$ cat config.mk
export PLATFORM = sky130hd
export DESIGN_NAME = frp_ctrl
export DESIGN_NICKNAME = d
export VERILOG_FILES = /design/src/frp_pkg.sv /design/src/frp_ctrl.sv
export SDC_FILE = /design/constraint.sdc
export NUM_CORES = 1
export LEC_CHECK = 0
export BUFFER_PORTS_ARGS = -buffer_cell sky130_fd_sc_hd__buf_4
export CORE_AREA = 5 5 42 44
export DETAILED_ROUTE_END_ITERATION = 6
export DIE_AREA = 0 0 47 49
export HOLD_SLACK_MARGIN = 0.15
export PLACE_DENSITY = 0.37
export SLEW_MARGIN = 25
export SYNTH_ARGS = -nofsm -noshare
export SYNTH_HDL_FRONTEND = slang
export SYNTH_SLANG_ARGS = --single-unit
$ cat constraint.sdc
create_clock -name clk -period 1.2 [get_ports clk]
set_input_delay 0.18 -clock clk [delete_from_list [all_inputs] [get_ports clk]]
set_output_delay 0.18 -clock clk [all_outputs]
set_load 0.01 [all_outputs]
$ cat src/frp_pkg.sv
`timescale 1ns / 1ps
// Shared types and protocol constants for the Firmata receive parser.
// Depends on nothing; the other files in src but frp_stream_if use it by scoped names.
package frp_pkg;

  typedef struct packed {
    logic [7:0]  rx_byte;
    logic [47:0] arrival_time;
  } in_item_t;

  typedef struct packed {
    logic [3:0]  kind;
    logic [3:0]  port_or_channel;
    logic [13:0] analog_value;
    logic [7:0]  data_low;
    logic [7:0]  data_high;
    logic [7:0]  pin_number;
    logic [47:0] stamp;
    logic        last;
  } out_item_t;

  localparam logic [7:0] CMD_DIGITAL   = 8'h90;
  localparam logic [7:0] CMD_ANALOG    = 8'hE0;
  localparam logic [7:0] CMD_VERSION   = 8'hF9;
  localparam logic [7:0] CMD_SYSEX     = 8'hF0;
  localparam logic [7:0] CMD_SYSEX_END = 8'hF7;
  localparam logic [7:0] SX_FIRMWARE   = 8'h79;
  localparam logic [7:0] SX_CAPABILITY = 8'h6C;
  localparam logic [7:0] SX_ANALOG_MAP = 8'h6A;
  localparam logic [7:0] PIN_END       = 8'h7F;
  localparam logic [7:0] CMD_HIGH_MASK = 8'hF0;
  localparam logic [7:0] NIBBLE_MASK   = 8'h0F;

  localparam logic [3:0] KIND_DIGITAL   = 4'd0;
  localparam logic [3:0] KIND_ANALOG    = 4'd1;
  localparam logic [3:0] KIND_VERSION   = 4'd2;
  localparam logic [3:0] KIND_CAP_ENTRY = 4'd3;
  localparam logic [3:0] KIND_CAP_DONE  = 4'd4;
  localparam logic [3:0] KIND_MAP_ENTRY = 4'd5;
  localparam logic [3:0] KIND_MAP_DONE  = 4'd6;
  localparam logic [3:0] KIND_BAD_CMD   = 4'd7;
  localparam logic [3:0] KIND_BAD_SYSEX = 4'd8;

  localparam int MAX_RESULTS = 16;
  localparam int PAIR_CNT_W  = 5;
  localparam int PAIR_IDX_W  = 4;

  typedef enum logic [2:0] {
    S_IDLE,
    S_DISPATCH,
    S_SINGLE,
    S_READ,
    S_PAIR
  } ctrl_state_t;

  typedef struct packed {
    logic accept;
    logic load_single;
    logic read_pair;
    logic load_pair;
  } ctrl_cmd_t;

  typedef struct packed {
    logic has_single;
    logic has_pairs;
    logic pair_last;
    logic out_free;
  } dp_status_t;

endpackage

$ cat src/frp_ctrl.sv
`timescale 1ns / 1ps
// Controller state machine of the Firmata receive parser.
// Depends on frp_pkg; drives commands to frp_datapath from its status.
module frp_ctrl (
  input  logic               clk,
  input  logic               rst,
  input  logic               in_valid,
  output logic               in_ready,
  input  frp_pkg::dp_status_t status,
  output frp_pkg::ctrl_cmd_t  cmd
);

  frp_pkg::ctrl_state_t state;
  frp_pkg::ctrl_state_t state_next;

  always_ff @(posedge clk) begin
    if (rst) begin
      state <= frp_pkg::S_IDLE;
    end else begin
      state <= state_next;
    end
  end

  always_comb begin
    state_next = state;
    cmd = '0;
    in_ready = (state == frp_pkg::S_IDLE) && !rst;
    unique case (state)
      frp_pkg::S_IDLE: begin
        if (in_valid && in_ready) begin
          cmd.accept = 1'b1;
          state_next = frp_pkg::S_DISPATCH;
        end
      end
      frp_pkg::S_DISPATCH: begin
        if (status.has_single) begin
          state_next = frp_pkg::S_SINGLE;
        end else if (status.has_pairs) begin
          state_next = frp_pkg::S_READ;
        end else begin
          state_next = frp_pkg::S_IDLE;
        end
      end
      frp_pkg::S_SINGLE: begin
        if (status.out_free) begin
          cmd.load_single = 1'b1;
          state_next = frp_pkg::S_IDLE;
        end
      end
      frp_pkg::S_READ: begin
        cmd.read_pair = 1'b1;
        state_next = frp_pkg::S_PAIR;
      end
      frp_pkg::S_PAIR: begin
        if (status.out_free) begin
          cmd.load_pair = 1'b1;
          state_next = status.pair_last ? frp_pkg::S_IDLE : frp_pkg::S_READ;
        end
      end
      default: begin
        state_next = frp_pkg::S_IDLE;
      end
    endcase
  end

endmodule

==> flow_summary.json <==
{
  "h-tree-depth": 1,
  "reg_top3": "state x3",
  "clk_pin_slew_ns": 0.04,
  "crit_arrival_ns": 1.12,
  "syn_avg_cell_area_um2": 7.66,
  "max_freq_mhz": 769,
  "synth.top_cell.area_share": 0.245,
  "crit_slowest_cell": "dfxtp_4",
  "drc_errors": 0,
  "routabilityCongestion": 0.724,
  "synth_edf_count": 0,
  "setup_viol": 5,
  "fp.dieH_um": 49,
  "worst_pin_slew_ns": 0.243,
  "ctsRootBufferMaster": "clkbuf_4",
  "dr.first_iter.drc_count": 2,
  "yosysSeqAreaShare": 0.245,
  "dp_slack_ns": -0.0106,
  "n_antenna_cell": 0,
  "clockBufferDepth": 2,
  "synthTopCellsByCount": "nor2_1 (5), dfxtp_1 (3), nor4b_1 (3)",
  "crit_fanout": 4,
  "synthesis.nets": 39,
  "tns_ns": -0.291,
  "grt_max_degree": 10,
  "totalWireLength_um": 795,
  "crit_type": "register to output pin",
  "vias": 335,
  "path_cells": "nor4_4, and2_1, buf_4",
  "num_io_pins": 12,
  "total_power_w": 0.000424,
  "required_ns": 1.02,
  "maxCapViolCount": 0,
  "p_leak_nw": 0.203,
  "start_kind": "register",
  "post-dp-hpwl_um": 567,
  "ys_warn_count": 0,
  "yosysMostFrequentCell": "nor2_1",
  "synth.area.top_cells": "dfxtp_1 (24%), nor4b_1 (11%), buf_6 (9.2%), nor2_1 (7.7%), a31oi_1 (5.1%)",
  "largest_reg_flops": 3,
  "firstDrtPassIters": 4,
  "skew_ns": 0.00102,
  "yosysUniqueCellTypes": 20,
  "syn-cell-area_um2": 245,
  "maxSlewHeadroom": 0.836,
  "vias_per_cell": 4.86,
  "row_count": 14,
  "clkLatencyLatePin_ns": 0.24,
  "powerDensity_nw_per_um2": 896,
  "fillerInstances": 164,
  "hold_ws_ns": 0.161,
  "final_layout_size_suffix_gt1_frac": 0.604,
  "cts_made_buffers": 3,
  "violations": "setup timing",
  "numPortBuffers": 11,
  "cp_slowest_stage_delay_ns": 0.35,
  "layout.nets": 61,
  "gr-total-overflow": 0,
  "fp.dieArea_um2": 2300,
  "grt_pass1_vias": 330,
  "grt_pass1_wl_um": 1380,
  "path_buf_inv": 1,
  "slew_violations": 0,
  "crit_family": "simple AND/OR/NAND/NOR gates",
  "syn2layout_area_growth_pct": 92.9,
  "clock-sinks": 3,
  "setup_slack_ns": -0.101,
  "hold_violations": 0,
  "antenna_found_initial": 0,
  "start_util": 0.175,
  "postSynthRegisterBits": 3,
  "period_needed_ns": 1.30,
  "ys.flop_type": "dfxtp_1",
  "cp-end-kind": "output pin",
  "grtUsageTotal": 0.0852,
  "largest_register": "state",
  "die_x_um": 47,
  "cts_tree": "yes",
  "vdd_drop_max_mv": 0.240,
  "fin_crit_sh": 1.08,
  "hp-class": "input port to register",
  "antenna_left": 0,
  "rsz0062_at_grt": "true",
  "netlist_instances": 32,
  "instances_no_fill": 69,
  "synth_top_area_cell": "dfxtp_1",
  "avgRoutedWirePerCell_um": 11.5,
  "synth-async-reset-ratio": 0,
  "placed_cells": 61,
  "core_area_um2": 1400,
  "outcome": "finished with violations"
}
-- through the flow --
stage          area [um^2]  utilization
2_1_floorplan          260            -
3_5_place_dp           370        0.264
4_1_cts                463        0.330
6_report               473        0.338
5_1_grt                473        0.338
3_3_place_gp           370        0.264
-- layout make-up --
class / count / area (um^2) / share of cell area
multi-input cells: 24 / 198 / 0.418
clock buffers: 4 / 26.3 / 0.0556
flip-flops and latches: 3 / 71.3 / 0.151
well taps: 16 / 20.0 / 0.0423
repair buffers: 19 / 146 / 0.310
inverters: 3 / 11.3 / 0.0238
-- timing repair --
action / in CTS / in global routing
setup buffers: 4 / 0
pin swaps: 3 / 1
hold endpoints to repair: 0 / 0
resized for setup: 10 / 5
hold buffers: 0 / 0
setup endpoints to repair: 5 / 7
-- power by group --
group          internal (W)  total, W  switching [W]
logic             0.0000736  0.000128      0.0000539
registers          0.000103  0.000111     0.00000785
clock network      0.000125  0.000185      0.0000601
total              0.000302  0.000424       0.000122
-- metal layers --
| metal | vias up | GRT usage | wire length (um) |
|---|---|---|---|
| met4 | 0 | 0.0968 | 40 |
| met5 | - | 0 | 0 |
| met3 | 5 | 0.0148 | 53 |
| li1 | 159 | - | - |
| met1 | 156 | 0.107 | 324 |
| met2 | 15 | 0.106 | 376 |
-- path summary, 6_finish.rpt --
kind	from	cells after the start	slack, ns	endpoint
setup reg to reg	state[2]$_SDFFE_PP0P_	3	-0.03	state[1]$_SDFFE_PP0P_
hold reg to reg	state[1]$_SDFFE_PP0P_	2	0.56	state[0]$_SDFFE_PP0P_
hold / removal	rst	2	0.16	state[0]$_SDFFE_PP0P_
setup / recovery	state[1]$_SDFFE_PP0P_	3	-0.10	cmd[3]
-- cell families (layout without fill, tap and decap cells) --
kind of cell	after synthesis	in the layout	synth area share
simple gates	17	17	0.429
compound gates	7	7	0.189
buf+inv	5	26	0.138
flops	3	3	0.245
-- cell usage in the layout, fill, tap and decap left out, types with 2 or more instances in the layout --
cell type,instances
clkbuf_4,3
inv_1,2
nor4b_2,2
nor2_1,5
o21ai_1,2
a31oi_1,2
buf_4,18
dfxtp_4,3
No activity file was read; power rests on OpenSTA's default activity.
